### config.mk
export PLATFORM = sky130hd
export DESIGN_NAME = rti_queue
export DESIGN_NICKNAME = d
export VERILOG_FILES = /design/src/rti_pkg.sv /design/src/rti_queue.sv
export VERILOG_INCLUDE_DIRS = /design/src /design/src/src
export SDC_FILE = /design/constraint.sdc
export NUM_CORES = 1
export LEC_CHECK = 0
export ABC_AREA = 1
export BUFFER_PORTS_ARGS = -buffer_cell sky130_fd_sc_hd__buf_4
export CAP_MARGIN = 30
export CORE_MARGIN = 2
export CORE_UTILIZATION = 52
export CTS_BUF_LIST = sky130_fd_sc_hd__clkbuf_8 sky130_fd_sc_hd__clkbuf_16
export DETAILED_ROUTE_END_ITERATION = 8
export HOLD_SLACK_MARGIN = 0.15
export PLACE_DENSITY = 0.73
export SYNTH_ARGS = -nofsm -noshare
export SYNTH_HDL_FRONTEND = slang
export SYNTH_SLANG_ARGS = --single-unit
### constraint.sdc
create_clock -name aclk -period 3.2 [get_ports aclk]
set_input_delay 0.96 -clock aclk [delete_from_list [all_inputs] [get_ports aclk]]
set_output_delay 0.96 -clock aclk [all_outputs]
set_load 0.02 [all_outputs]
### src/ray_triangle_intersect_core_macros.svh
// Assertion macros shared by the ray/triangle intersection RTL.
// Included by the queue and the top level; no other dependencies.
`ifndef RAY_TRIANGLE_INTERSECT_CORE_MACROS_SVH
`define RAY_TRIANGLE_INTERSECT_CORE_MACROS_SVH

// same-cycle implication, disabled while in reset
`define RTI_ASSERT_IMPL(lbl, clk, rstn, ante, cons) \
    lbl: assert property (@(posedge clk) disable iff (!rstn) (ante) |-> (cons)) \
        else $error("rti assertion failed");

// next-cycle implication, disabled while in reset
`define RTI_ASSERT_NEXT(lbl, clk, rstn, ante, cons) \
    lbl: assert property (@(posedge clk) disable iff (!rstn) (ante) |=> (cons)) \
        else $error("rti assertion failed");

`endif

### src/rti_pkg.sv
// Shared constants, register codes and width helpers for the ray/triangle core.
// No dependencies.
`default_nettype none

package rti_pkg;

    localparam int DIR_W      = 21;   // direction, signed Q4.16
    localparam int DIR_FRAC   = 16;
    localparam int COORD_FRAC = 8;
    localparam int DIST_W     = 30;   // distance, unsigned Q14.16
    localparam int QDEPTH     = 4;
    localparam int MIN_DIST_RST = 7;

    typedef enum logic [1:0] {
        REG_VERTEX_A = 2'd0,
        REG_VERTEX_B = 2'd1,
        REG_VERTEX_C = 2'd2,
        REG_MIN_DIST = 2'd3
    } rti_reg_t;

    typedef struct packed {
        logic full;
        logic empty;
    } rti_qstat_t;

    // common factor width: coordinate differences and direction components
    function automatic int rti_fw(int cw);
        return (cw + 1 > DIR_W) ? cw + 1 : DIR_W;
    endfunction

    // width of determinant and numerator sums
    function automatic int rti_sw(int cw);
        return 3 * rti_fw(cw) + 3;
    endfunction

    // queue entry: candidate flag, |den|, |nt|, origin, direction
    function automatic int rti_qw(int cw);
        return 1 + 2 * rti_sw(cw) + 3 * cw + 3 * DIR_W;
    endfunction

endpackage

`default_nettype wire

### src/rti_queue.sv
// Short queue between the front end and the divide / hit-point back end.
// Depends on rti_pkg and the assertion macro header.
`default_nettype none
`include "ray_triangle_intersect_core_macros.svh"

module rti_queue #(
    parameter int WIDTH = 8,
    parameter int DEPTH = 4
) (
    input  logic                 aclk,
    input  logic                 aresetn,
    input  logic                 push,
    input  logic [WIDTH-1:0]     wdata,
    input  logic                 pop,
    output logic [WIDTH-1:0]     rdata,
    output rti_pkg::rti_qstat_t  qstat
);
    import rti_pkg::*;

    localparam int PTR_W = (DEPTH > 1) ? $clog2(DEPTH) : 1;
    localparam int CNT_W = $clog2(DEPTH + 1);

    logic [WIDTH-1:0] mem_reg [DEPTH];
    logic [PTR_W-1:0] wr_ptr_reg, rd_ptr_reg;
    logic [CNT_W-1:0] count_reg;

    function automatic logic [PTR_W-1:0] bump(logic [PTR_W-1:0] p);
        return (p == PTR_W'(DEPTH - 1)) ? '0 : p + 1'b1;
    endfunction

    assign qstat.full  = (count_reg == CNT_W'(DEPTH));
    assign qstat.empty = (count_reg == '0);
    assign rdata       = mem_reg[rd_ptr_reg];

    always_ff @(posedge aclk) begin
        if (!aresetn) begin
            wr_ptr_reg <= '0;
            rd_ptr_reg <= '0;
            count_reg  <= '0;
        end else begin
            if (push) wr_ptr_reg <= bump(wr_ptr_reg);
            if (pop)  rd_ptr_reg <= bump(rd_ptr_reg);
            if (push && !pop)      count_reg <= count_reg + 1'b1;
            else if (pop && !push) count_reg <= count_reg - 1'b1;
        end
    end

    always_ff @(posedge aclk) begin
        if (push) mem_reg[wr_ptr_reg] <= wdata;
    end

    `RTI_ASSERT_IMPL(a_q_no_overflow, aclk, aresetn, push, !qstat.full)
    `RTI_ASSERT_IMPL(a_q_no_underflow, aclk, aresetn, pop, !qstat.empty)
    `RTI_ASSERT_IMPL(a_q_count_range, aclk, aresetn, 1'b1, count_reg <= CNT_W'(DEPTH))
    `RTI_ASSERT_NEXT(a_q_count_up, aclk, aresetn, push && !pop, count_reg == $past(count_reg) + 1'b1)

endmodule

`default_nettype wire

After elaboration in Yosys (flattened, before gate mapping). Memory sizes are Yosys's and may differ from the RTL's. A register that Yosys moved wholly into a read port is not among the register bits. Cells that the tools add are included.

Input bits: 12. Register bits: 7. Memories kept: 1. Logic and storage cells: 25. Output and inout port bits: 10. Bits in writable memories: 32.

Memory list: mem_reg (words 4, width 8, read ports 1, clocked after memory_dff 1, wr ports 1, line rti_queue.sv:23) `logic [WIDTH-1:0] mem_reg [DEPTH];`.

Multiplexer cells: 8. $add $sub $neg: 4. Reduce and logical (&&, ||, !) cells: 6. Equal/unequal tests: 3.

Operators by type and width (number): $mux 2 (4); $mux 3 (2); $add 2x1->2 const B (2); $eq 2x2->1 const B (2); $add 3x1->3 const B (1); $eq 3x3->1 const B (1); $logic_not 3->1 (1); $sub 3x1->3 const B (1); $logic_and 1x1->1 (2); $logic_not 1->1 (2); $mux 1 (2); $reduce_bool 2->1 (1).

Depth between registers and ports, before layout.
Depth after elaboration: 4. Gate-level depth with buffers: 10. Depth with buffers taken out: 10.

Worst setup path after synthesis. No wires, ideal clock.

Path kind: in2reg. From: input pop. To: register count_reg[2]. Setup time: 0.110 ns. Data required time: 3.090 ns. Path slack: 1.189 ns. Buffers on the path: 0. Arrival: 1.901 ns. Cell stages on the path: 10. Path through: inv_1 ha_1 inv_1 fa_1 inv_1 nand2_1 nand3_1 nand2_1 inv_1 nor2_1.

Cells in the longest elaborated chain, start to end: 3. Elaborated cells between the ends (all ways): 5. Those cells by class: 1 x mux; 4 x reduce/logical.

Ends and longest elaborated chain: start, declared (line rti_queue.sv:14) `input logic pop,`; $logic_not 1->1 (line rti_queue.sv:43) `if (push && !pop) count_reg <= count_reg + 1'b1;`; $logic_and 1x1->1 (line rti_queue.sv:43); $mux 3 or $reduce_bool 2->1 (tied branches); end signal, assigned (line rti_queue.sv:43); end signal, assigned (line rti_queue.sv:44) `else if (pop && !push) count_reg <= count_reg - 1'b1;`; end, declared (line rti_queue.sv:25) `logic [CNT_W-1:0] count_reg;`.

Parallel ways exist; a longest one is shown, timed or not. A chain may end at the register's enable or synchronous reset.

==> impl_metrics.tcl <==
set metrics [dict create \
    cts_root_buf "clkbuf_8" \
    grt_pass1_wl_um 4899 \
    endpoint_kind "output pin" \
    cp-start-kind "register" \
    slowest_stage "dfxtp_1" \
    rsz0062_at_grt "no" \
    finalHoldViolCount 0 \
    synthCells 135 \
    critPathBufInv 2 \
    p_leak_nw 0.7849 \
    fin_crit_sh_pct 76.99 \
    ctsResizeCount 0 \
    placed_cell_area_um2 1849 \
    area_delta_synth_final_pct 16.82 \
    path_clk_slew_ps 70 \
    cp.arrival_ps 1500 \
    coreArea_um2 3028 \
    final_cell_mix "32 x edfxtp_1, 22 x nor2_1, 22 x buf_4" \
    grt_pass1_vias 1096 \
    cp_common_cell "buf_4" \
    yosys_register_bits 41 \
    setup_viol 0 \
    cts.sinks 41 \
    antenna_found_initial 0 \
    syn-cell-area_um2 1652 \
    htreeDepth 2 \
    hp-class "reg -> reg" \
    cp_top_family "flip-flops" \
    max_slew_margin_pct 73.76 \
    final_util_pct 63.72 \
    drt_first_iter_violations 40 \
    drive_gt1_share_pct 19.63 \
    setup_slack_ps 736.3 \
    crit_path_max_incr_delay_ps 500 \
    final_cell_area_um2 1929 \
    grt_use_total_pct 19.49 \
    tns_ps 0 \
    yosys_warnings 0 \
    synth-seq-area-share_pct 69.09 \
    synth_top_area_share_pct 58.18 \
    pre_cts_slack_ps 927.8 \
    path_cells "buf_4 > o21ai_0 > o22ai_1 > buf_4" \
    ios 22 \
    antennaDiodeCount 0 \
    powerDensity_nw_per_um2 566.6 \
    clk_path_buf_depth 2 \
    die_h_um 60.36 \
    cts_hold_buf 0 \
    viasPerCell 5.121 \
    gp_congestion 0.7023 \
    dieArea_um2 3643 \
    period_needed_ps 2464 \
    cts_made_buffers 5 \
    syn_nets 154 \
    std_cell_rows 20 \
    wire_per_inst_um 14.88 \
    detail-route-antenna-nets 0 \
    yosys-top-cells-area "edfxtp_1 58%, dfxtp_1 11%, nor2_1 5.0%" \
    cts_tree "yes" \
    start_util_pct 54.55 \
    drcViolationCount 0 \
    grt_overflow 0 \
    outcome "completed" \
    worst_pin_slew_ps 393.2 \
    peakVddDrop_mv 0.3794 \
    critPathKind "reg -> out" \
    cts_setup_buffers 0 \
    hpwlAfterDp_um 2134 \
    cp_max_fo 9 \
    maxCapViolCount 0 \
    largest_reg_flops 32 \
    synth_area_leader_cell "edfxtp_1" \
    grt_max_degree 17 \
    layout_commonest_cell "edfxtp_1" \
    firstDrtPassIters 4 \
    fmax_ghz 0.4059 \
    slew_viol_final 0 \
    die_w_um 60.36 \
    wirelength_um 3080 \
    synth_cell_types 19 \
    nets 181 \
    io_buffer_count 21 \
    skew_ps 5.733 \
    crit_required_ps 2240 \
    clk_latency_ps 280 \
    via_count 1060 \
    avgSynthCellArea_um2 12.23 \
]
## synthesized netlist by cell type
cell type and number:
edfxtp_1 32, nor2_1 22, inv_1 15, o21ai_0 15, dfxtp_1 9, nand2_1 8, o22ai_1 8, ha_1 6
nor3_1 4, a21oi_1 3, buf_6 2, nor2_2 2, o21ai_1 2, o21ai_2 2, fa_1 1, inv_2 1
nand3_1 1, nand4_1 1, xor2_1 1
## per-stage QoR
stage          instances  hold WS, ps  power [mW]
4_1_cts              207        544.6       1.101
3_5_place_dp         199        535.5      0.8029
6_report             207        539.5       1.093
5_1_grt              207        558.3       1.142
2_1_floorplan        135        489.7      0.7312
3_3_place_gp         199        501.6      0.7902
## power breakdown
part,internal (mW),switching [mW],total [mW],leakage [nW]
clock,0.145,0.157,0.302,0.0519
sequential,0.604,0.0201,0.624,0.369
combinational,0.0664,0.100,0.167,0.364
## worst paths after layout
path,depth (start not counted),start,endpoint,slack (ps)
worst max register to register,3,wr_ptr_reg[0]$_SDFFE_PN0P_,mem_reg[3][2]$_DFFE_PP_,1910
worst min register to register,2,wr_ptr_reg[1]$_SDFFE_PN0P_,wr_ptr_reg[1]$_SDFFE_PN0P_,540
worst max-delay path,4,register,rdata[4],740
worst min-delay path,2,wr_ptr_reg[1]$_SDFFE_PN0P_,wr_ptr_reg[1]$_SDFFE_PN0P_,540
## cell type report
type	instances	area, um^2
tap	44	55.05
inverter	16	60.06
fill	238	1099
timing repair buffer	22	165.2
multi-input combinational	76	427.9
clock inverter	3	11.26
sequential	41	1141
clock buffer	5	68.82
## worst register-to-register path, delay by kind of cell, from the launching register on
family	cells	cell delay [ps]
flip-flops	1	400
buffers and inverters	1	290
AND/OR/NAND/NOR	1	60
adder cells (fa/ha/maj)	1	200
## per-layer routing
metal  vias to the layer above  global-route usage [%]  share of wire (%)
met5                         -                       0                  0
met1                       507                   22.80                 44
met4                         0                   10.48               0.94
li1                        521                       -                  -
met3                         2                   3.838                4.5
met2                        30                   33.85                 51
## cell families (layout without fill, tap and decap cells)
kind of cell	count (synthesis)	in the layout	synth area share [%]
DFF	41	41	69.09
and+or+nand+nor	38	38	9.470
AOI/OAI and AO/OA	30	30	10.15
buffers and inverters	18	46	4.999
adders and majority gates	7	7	5.758
xor gates and xnor gates	1	1	0.5304
No activity file was read; power rests on OpenSTA's default activity.
